<file path="src/design/priority_active_expired_scheduler_assert.svh">
// ---------------------------------------------------------------------------
// Assertion macros for the priority active/expired scheduler
// Concurrent checks that are compiled out when ASSERT_OFF is defined.
// ---------------------------------------------------------------------------
`ifndef PRIORITY_ACTIVE_EXPIRED_SCHEDULER_ASSERT_SVH
`define PRIORITY_ACTIVE_EXPIRED_SCHEDULER_ASSERT_SVH

`ifndef ASSERT_OFF
// Property that must hold on every clock edge outside reset
`define PAES_ASSERT(lbl, clk, rstn, prop, msg) \
  lbl: assert property (@(posedge clk) disable iff (!rstn) (prop)) else $error(msg);
// Condition in any cycle implies a consequence in the next
`define PAES_ASSERT_NEXT(lbl, clk, rstn, ante, cons, msg) \
  lbl: assert property (@(posedge clk) disable iff (!rstn) (ante) |=> (cons)) else $error(msg);
`else
`define PAES_ASSERT(lbl, clk, rstn, prop, msg)
`define PAES_ASSERT_NEXT(lbl, clk, rstn, ante, cons, msg)
`endif

`endif

</file>
<file path="src/design/paes_pkg.sv">
// ---------------------------------------------------------------------------
// Scheduler package
// Sizes, codes and shared types of the active/expired ready-queue engine.
// ---------------------------------------------------------------------------
package paes_pkg;

  localparam int LIST_DEPTH  = 64;
  localparam int PRIO_LEVELS = 4;

  localparam int ID_W   = 6;
  localparam int DYN_W  = 3;
  localparam int BASE_W = 3;
  localparam int PRIO_W = $clog2(PRIO_LEVELS);
  localparam int CNT_W  = $clog2(LIST_DEPTH + 1);
  localparam int PRIO_MAX = PRIO_LEVELS - 1;

  localparam int IN_TDATA_W  = ((ID_W + DYN_W + BASE_W + 7) / 8) * 8;
  localparam int OUT_TDATA_W = ((ID_W + PRIO_W + 1 + 7) / 8) * 8;

  typedef enum logic {
    REQ_ADD = 1'b0,
    REQ_GET = 1'b1
  } req_e;

  typedef enum logic [1:0] {
    ST_DONE  = 2'd0,
    ST_EMPTY = 2'd1,
    ST_FULL  = 2'd2
  } status_e;

  typedef struct packed {
    logic [ID_W-1:0]   id;
    logic [PRIO_W-1:0] prio;
  } entry_t;

  // One command broadcast to every cell of a list
  typedef struct packed {
    logic   ins;
    logic   pop;
    entry_t entry;
  } list_cmd_t;

endpackage

</file>
<file path="src/design/priority_active_expired_scheduler.sv">
// ---------------------------------------------------------------------------
// Priority active/expired scheduler
// Ready-queue engine with two sorted lists that swap roles when drained.
// ---------------------------------------------------------------------------
// Usage:
//   s_axis carries requests: tuser selects add or get, tdata holds the
//   process id, dynamic and static priority. An add with dynamic priority
//   -1 goes to the expired list at static priority minus one, any other add
//   to the active list. A get pops the head of the active list, swapping
//   the lists first when the active one is empty.
//   m_axis returns exactly one result per request: status in tuser, the
//   id, priority and expired flag in tdata.
//   Each list is a row of cells that shifts as a whole, so an insert or a
//   pop finishes in the accepting cycle; the result is registered and shows
//   up in the cycle after the transfer. One request per cycle is taken while
//   the output register is empty or being drained.
//   When m_axis stalls, the result holds and s_axis tready drops.
//   Reset empties both lists and makes list a active; no clearing pass.
// ---------------------------------------------------------------------------
`include "priority_active_expired_scheduler_assert.svh"

module priority_active_expired_scheduler
  import paes_pkg::*;
(
  input  logic                   clk_i,
  input  logic                   rst_ni,
  input  logic                   s_axis_tvalid,
  output logic                   s_axis_tready,
  input  logic [IN_TDATA_W-1:0]  s_axis_tdata,   // proc_id, dyn_prio, base_prio
  input  logic                   s_axis_tuser,   // req_type
  output logic                   m_axis_tvalid,
  input  logic                   m_axis_tready,
  output logic [OUT_TDATA_W-1:0] m_axis_tdata,   // out_id, out_prio, to_expired
  output logic [1:0]             m_axis_tuser    // status
);

  logic                proc_accept;
  req_e                req;
  logic [ID_W-1:0]     in_id;
  logic [DYN_W-1:0]    in_dyn;
  logic [BASE_W-1:0]   in_base;

  logic                a_active_q, a_active_d;
  list_cmd_t           cmd_a, cmd_b;
  entry_t              head_a, head_b;
  logic [CNT_W-1:0]    cnt_a, cnt_b;
  logic [CNT_W-1:0]    act_cnt, exp_cnt;

  logic                expired;
  logic [PRIO_W-1:0]   add_prio;
  logic                tgt_a;
  logic                swap_a;
  logic [CNT_W-1:0]    tgt_cnt;
  logic [CNT_W-1:0]    get_cnt;
  entry_t              new_entry;

  status_e             status_d, status_q;
  logic [ID_W-1:0]     id_d, id_q;
  logic [PRIO_W-1:0]   prio_d, prio_q;
  logic                exp_d, exp_q;
  logic                out_valid_q;

  assign s_axis_tready = !out_valid_q || m_axis_tready;
  assign proc_accept   = s_axis_tvalid && s_axis_tready;

  assign req     = req_e'(s_axis_tuser);
  assign in_id   = s_axis_tdata[ID_W-1:0];
  assign in_dyn  = s_axis_tdata[ID_W+DYN_W-1:ID_W];
  assign in_base = s_axis_tdata[ID_W+DYN_W+BASE_W-1:ID_W+DYN_W];

  assign act_cnt = a_active_q ? cnt_a : cnt_b;
  assign exp_cnt = a_active_q ? cnt_b : cnt_a;

  // Saturate the stored priority into the list range
  assign expired = (in_dyn == '1);
  always_comb begin
    if (expired) begin
      if (in_base == '0) begin
        add_prio = '0;
      end else if (32'(in_base) >= PRIO_LEVELS) begin
        add_prio = PRIO_W'(PRIO_MAX);
      end else begin
        add_prio = PRIO_W'(in_base - BASE_W'(1));
      end
    end else if (in_dyn[DYN_W-1]) begin
      add_prio = '0;
    end else if (32'(in_dyn) > PRIO_MAX) begin
      add_prio = PRIO_W'(PRIO_MAX);
    end else begin
      add_prio = PRIO_W'(in_dyn);
    end
  end

  assign new_entry.id   = in_id;
  assign new_entry.prio = add_prio;

  assign tgt_a   = expired ? !a_active_q : a_active_q;
  assign tgt_cnt = tgt_a ? cnt_a : cnt_b;

  // Swap roles when the active list has drained
  assign swap_a  = (act_cnt == '0) ? !a_active_q : a_active_q;
  assign get_cnt = (act_cnt == '0) ? exp_cnt : act_cnt;

  always_comb begin
    cmd_a      = '0;
    cmd_b      = '0;
    cmd_a.entry = new_entry;
    cmd_b.entry = new_entry;
    a_active_d = a_active_q;
    status_d   = ST_DONE;
    id_d       = '0;
    prio_d     = '0;
    exp_d      = 1'b0;
    if (proc_accept) begin
      unique case (req)
        REQ_ADD: begin
          id_d   = in_id;
          prio_d = add_prio;
          exp_d  = expired;
          if (tgt_cnt == CNT_W'(LIST_DEPTH)) begin
            status_d = ST_FULL;
          end else if (tgt_a) begin
            cmd_a.ins = 1'b1;
          end else begin
            cmd_b.ins = 1'b1;
          end
        end
        REQ_GET: begin
          a_active_d = swap_a;
          if (get_cnt == '0) begin
            status_d = ST_EMPTY;
          end else if (swap_a) begin
            cmd_a.pop = 1'b1;
            id_d      = head_a.id;
            prio_d    = head_a.prio;
          end else begin
            cmd_b.pop = 1'b1;
            id_d      = head_b.id;
            prio_d    = head_b.prio;
          end
        end
        default: ;
      endcase
    end
  end

  paes_list u_list_a (
    .clk_i   (clk_i),
    .rst_ni  (rst_ni),
    .cmd_i   (cmd_a),
    .head_o  (head_a),
    .count_o (cnt_a)
  );

  paes_list u_list_b (
    .clk_i   (clk_i),
    .rst_ni  (rst_ni),
    .cmd_i   (cmd_b),
    .head_o  (head_b),
    .count_o (cnt_b)
  );

  always_ff @(posedge clk_i or negedge rst_ni) begin
    if (!rst_ni) begin
      a_active_q  <= 1'b1;
      out_valid_q <= 1'b0;
    end else begin
      a_active_q <= a_active_d;
      if (proc_accept) begin
        out_valid_q <= 1'b1;
      end else if (m_axis_tready) begin
        out_valid_q <= 1'b0;
      end
    end
  end

  // Hold the result until the transfer
  always_ff @(posedge clk_i) begin
    if (proc_accept) begin
      status_q <= status_d;
      id_q     <= id_d;
      prio_q   <= prio_d;
      exp_q    <= exp_d;
    end
  end

  assign m_axis_tvalid = out_valid_q;
  assign m_axis_tuser  = status_q;
  assign m_axis_tdata  = OUT_TDATA_W'({exp_q, prio_q, id_q});

  `PAES_ASSERT(a_cnt_bound, clk_i, rst_ni, (cnt_a <= CNT_W'(LIST_DEPTH)) && (cnt_b <= CNT_W'(LIST_DEPTH)), "list count above depth")
  `PAES_ASSERT(a_empty_status, clk_i, rst_ni, !(out_valid_q && (status_q == ST_EMPTY)) || ((cnt_a == '0) && (cnt_b == '0)), "empty status with entries stored")
  `PAES_ASSERT_NEXT(a_result_after_accept, clk_i, rst_ni, proc_accept, out_valid_q, "accepted request left no result")

endmodule

</file>
<file path="src/design/paes_cell.sv">
// ---------------------------------------------------------------------------
// Sorted list cell
// Holds one entry; on insert it keeps, takes the new entry or takes its left
// neighbor, on pop it takes its right neighbor.
// ---------------------------------------------------------------------------
module paes_cell
  import paes_pkg::*;
(
  input  logic      clk_i,
  input  list_cmd_t cmd_i,
  input  logic      valid_i,       // cell lies below the fill count
  input  logic      prev_gt_i,     // left neighbor moves right on insert
  input  entry_t    prev_entry_i,
  input  entry_t    next_entry_i,
  output logic      gt_o,
  output entry_t    entry_o
);

  entry_t entry_q, entry_d;

  // New entry outranks this one: this one has to move right
  assign gt_o = valid_i && (cmd_i.entry.prio > entry_q.prio);

  always_comb begin
    entry_d = entry_q;
    if (cmd_i.ins) begin
      if (prev_gt_i) begin
        entry_d = prev_entry_i;
      end else if (gt_o || !valid_i) begin
        entry_d = cmd_i.entry;
      end
    end else if (cmd_i.pop) begin
      entry_d = next_entry_i;
    end
  end

  always_ff @(posedge clk_i) begin
    entry_q <= entry_d;
  end

  assign entry_o = entry_q;

endmodule

</file>
<file path="src/design/paes_list.sv">
// ---------------------------------------------------------------------------
// Sorted list
// Row of cells kept in descending priority, arrival order among equals,
// with its fill count. Each insert or pop updates every cell and the count together.
// ---------------------------------------------------------------------------
module paes_list
  import paes_pkg::*;
(
  input  logic             clk_i,
  input  logic             rst_ni,
  input  list_cmd_t        cmd_i,
  output entry_t           head_o,
  output logic [CNT_W-1:0] count_o
);

  logic [CNT_W-1:0] count_q, count_d;
  entry_t           entries [LIST_DEPTH];
  logic             gts     [LIST_DEPTH];

  for (genvar i = 0; i < LIST_DEPTH; i++) begin : g_cell
    entry_t prev_entry;
    entry_t next_entry;
    logic   prev_gt;

    if (i == 0) begin : g_first
      assign prev_entry = cmd_i.entry;
      assign prev_gt    = 1'b0;
    end else begin : g_mid
      assign prev_entry = entries[i-1];
      assign prev_gt    = gts[i-1];
    end

    if (i == LIST_DEPTH - 1) begin : g_last
      assign next_entry = entries[i];
    end else begin : g_inner
      assign next_entry = entries[i+1];
    end

    paes_cell u_cell (
      .clk_i        (clk_i),
      .cmd_i        (cmd_i),
      .valid_i      (count_q > CNT_W'(i)),
      .prev_gt_i    (prev_gt),
      .prev_entry_i (prev_entry),
      .next_entry_i (next_entry),
      .gt_o         (gts[i]),
      .entry_o      (entries[i])
    );
  end

  always_comb begin
    count_d = count_q;
    if (cmd_i.ins) begin
      count_d = count_q + CNT_W'(1);
    end else if (cmd_i.pop) begin
      count_d = count_q - CNT_W'(1);
    end
  end

  always_ff @(posedge clk_i or negedge rst_ni) begin
    if (!rst_ni) begin
      count_q <= '0;
    end else begin
      count_q <= count_d;
    end
  end

  assign head_o  = entries[0];
  assign count_o = count_q;

endmodule
</file>
<file path="config.mk">
export PLATFORM = sky130hd
export DESIGN_NAME = priority_active_expired_scheduler
export DESIGN_NICKNAME = d
export VERILOG_FILES = /design/src/design/paes_pkg.sv /design/src/design/priority_active_expired_scheduler.sv /design/src/design/paes_cell.sv /design/src/design/paes_list.sv
export VERILOG_INCLUDE_DIRS = /design/src /design/src/design
export SDC_FILE = /design/constraint.sdc
export NUM_CORES = 2
export LEC_CHECK = 0
export BUFFER_PORTS_ARGS = -buffer_cell sky130_fd_sc_hd__buf_4
export CORE_AREA = 2 2 411 413
export CTS_CLUSTER_SIZE = 28
export DETAILED_ROUTE_END_ITERATION = 10
export DIE_AREA = 0 0 413 415
export GPL_ROUTABILITY_DRIVEN = 0
export PLACE_DENSITY = 0.51
export SLEW_MARGIN = 5
export SYNTH_ARGS = -nofsm -noshare
export SYNTH_HDL_FRONTEND = slang
export SYNTH_HIERARCHICAL = 1
export SYNTH_SLANG_ARGS = --single-unit
</file>
<file path="constraint.sdc">
create_clock -name clk_i -period 14.4 [get_ports clk_i]
set_input_delay 0.72 -clock clk_i [delete_from_list [all_inputs] [get_ports clk_i]]
set_output_delay 0.72 -clock clk_i [all_outputs]
set_load 0.1 [all_outputs]
</file>
==> metrics.txt <==
Pint 7100 uW; Static Leak 0.0253 uW; fillcell total 16,400; Area growth, synth to finish 4.84%; area of the core 0.167 mm^2; startpoint types flip-flop; row count 150; Mean Syn Cell Area 10.2 um^2; # IOs 41; H-tree Lvls 3; WL final 164,000 um; Final nets 6,531; hold crit path type in -> reg; CTS tree built; VDD IR max 0.000104 V; WL/cell 19.2 um; DP Wirelength about 110,000 um; Final Max Tran Viols 0; setup TNS 0 ns; period utilization 39.4%; clock root buffer clkbuf_16; Final min period 5.67 ns; clock-pin slew on the worst setup and hold paths 0.06 ns; Pre-antenna DRT Iters 6; maxcap violations 0; fmax about 0.18 GHz; DIE WIDTH 413 um; Syn Inst Count 6,469; NetSw 3930 uW; Clk Latency, worst-skew pair 0.77 ns; Port Buffers 29; Resized cells post-CTS 0; global-route wire length before repair 260,000 um; Tot GR Track Use 18.7%; vias per cell 5.33; Slew @ Worst Pin 1.16 ns; clock buffer count from CTS 121; Power Density ~160 mW/mm^2; critical path peak fanout 230; most frequent cells in the layout 1,305 x nor2_1, 1,041 x a21oi_1, 1,035 x edfxtp_1; Max Buffers Root-to-Sink 3; status complete, no violations; commonest non-fill, non-tap cell in the layout nor2_1; Vias 45,500; critical path type reg -> reg; Warnings, synthesis 6; die area approximately 0.17 mm^2; synthesized area 0.0663 mm^2; crit path capture type flip-flop; DRC 0; RSZ-0062 raised after global routing no; Die Y 415 um; sequential power share 40.4%; setup violators final 0; post-CTS setup buffer count 0; switching share of power 35.6%; largest net degree at the start of global routing 249; grt ovf 0; Clk pwr share 27.7%; Comb power frac 32.0%; Fin. Hold Viols 0; Final Skew 0.0290 ns; vias in the first global route 45,300; Sink Count about 1,100; Arr. time, crit path 6.03 ns; worst relative slew slack 22.9%; Post-Route Utilization 41.7%; initial antenna violation count 3; Required @ worst endpoint 14.76 ns; post-route cell area 0.0695 mm^2; Initial Util 39.8%; Initial DRC Count roughly 3,600; placed inst area 0.0657 mm^2; antenna viol nets, final 0; share of cells above drive strength 1 4.34%
## metrics by stage
step / setup slack (ns) / std cells / hold slack [ns] / power, uW
2_1_floorplan: 0.860 / 6475 / 0.424 / 7390
3_3_place_gp: 8.45 / 8324 / 0.576 / 7970
3_5_place_dp: 8.38 / 8324 / 0.586 / 8050
4_1_cts: 8.80 / 8542 / 0.204 / 11100
5_1_grt: 8.39 / 8542 / 0.229 / 11700
6_report: 8.73 / 8543 / 0.279 / 11000
## registers in the layout, indices dropped and copies added, names as in the netlist
name and cells:
prio_q 2, m_axis_tuser 2, m_axis_tvalid 1, u_list_b/g_cell.u_cell/entry_o 512, u_list_a/count_o 7, a_active_q 1
id_q 6, exp_q 1, u_list_a/g_cell.u_cell/entry_o 512, u_list_b/count_o 7
## final timing paths
check | startpoint | end | slack (ns) | cells past startpoint
worst min-delay path | s_axis_tvalid | m_axis_tvalid | 0.28 | 2
worst min register to register | u_list_b/g_cell[40].u_cell/entry_o[3] | u_list_b/g_cell[39].u_cell/entry_o[3] | 0.60 | 2
min in group asynchronous | rst_ni | u_list_a/count_o[2] | 0.53 | 2
worst max register to register | u_list_a/count_o[2] | u_list_a/g_cell[20].u_cell/entry_o[3] | 8.73 | 9
max in group asynchronous | rst_ni | a_active_q | 13.55 | 2
worst max-delay path | u_list_a/count_o[2] | u_list_a/g_cell[20].u_cell/entry_o[3] | 8.73 | 9
## per-layer routing
| layer | global-route usage [%] | routed length (um) | vias to the layer above |
|---|---|---|---|
| met1 | 26.2 | 77700 | 22100 |
| met3 | 2.46 | 5690 | 193 |
| met5 | 0 | 8 | - |
| li1 | - | - | 22500 |
| met2 | 30.9 | 77600 | 689 |
| met4 | 4.02 | 3040 | 2 |
## power groups by stage
stage	clock network [uW]	logic (uW)	registers (uW)
finish	3050	3520	4450
global placement	0	3470	4500
floorplan	0	3040	4350
detailed placement	0	3530	4510
global route	3250	3930	4510
CTS	3150	3550	4450
## worst max-delay path, cell delays in order, from the launching register on
cell,delay [ns]
dfrtp_1,0.93
nor4_2,0.11
buf_4,0.23
and3_1,0.28
nor4_2,0.27
buf_12,0.71
buf_4,0.84
buf_12,0.65
nor2_1,0.11
a41oi_1,0.83
## area by class of cell
type / instances / area [um^2] / share of cell area [%]
clock inverter: 64 / 613 / 0.882
antenna: 1 / 2.50 / 0.00360
multi-input combinational: 4472 / 28800 / 41.5
tap: 2204 / 2760 / 3.97
timing repair buffer: 73 / 661 / 0.950
sequential: 1051 / 31500 / 45.3
clock buffer: 153 / 3190 / 4.59
inverter: 525 / 1970 / 2.83
## timing repair
| action | 4_1_cts | 5_1_grt |
|---|---|---|
| hold buffers | 1 | 0 |
| hold endpoints to repair | 15 | 0 |
| endpoints found under the setup margin | 0 | 0 |
Note: power is estimated with default switching activity, not from simulation.
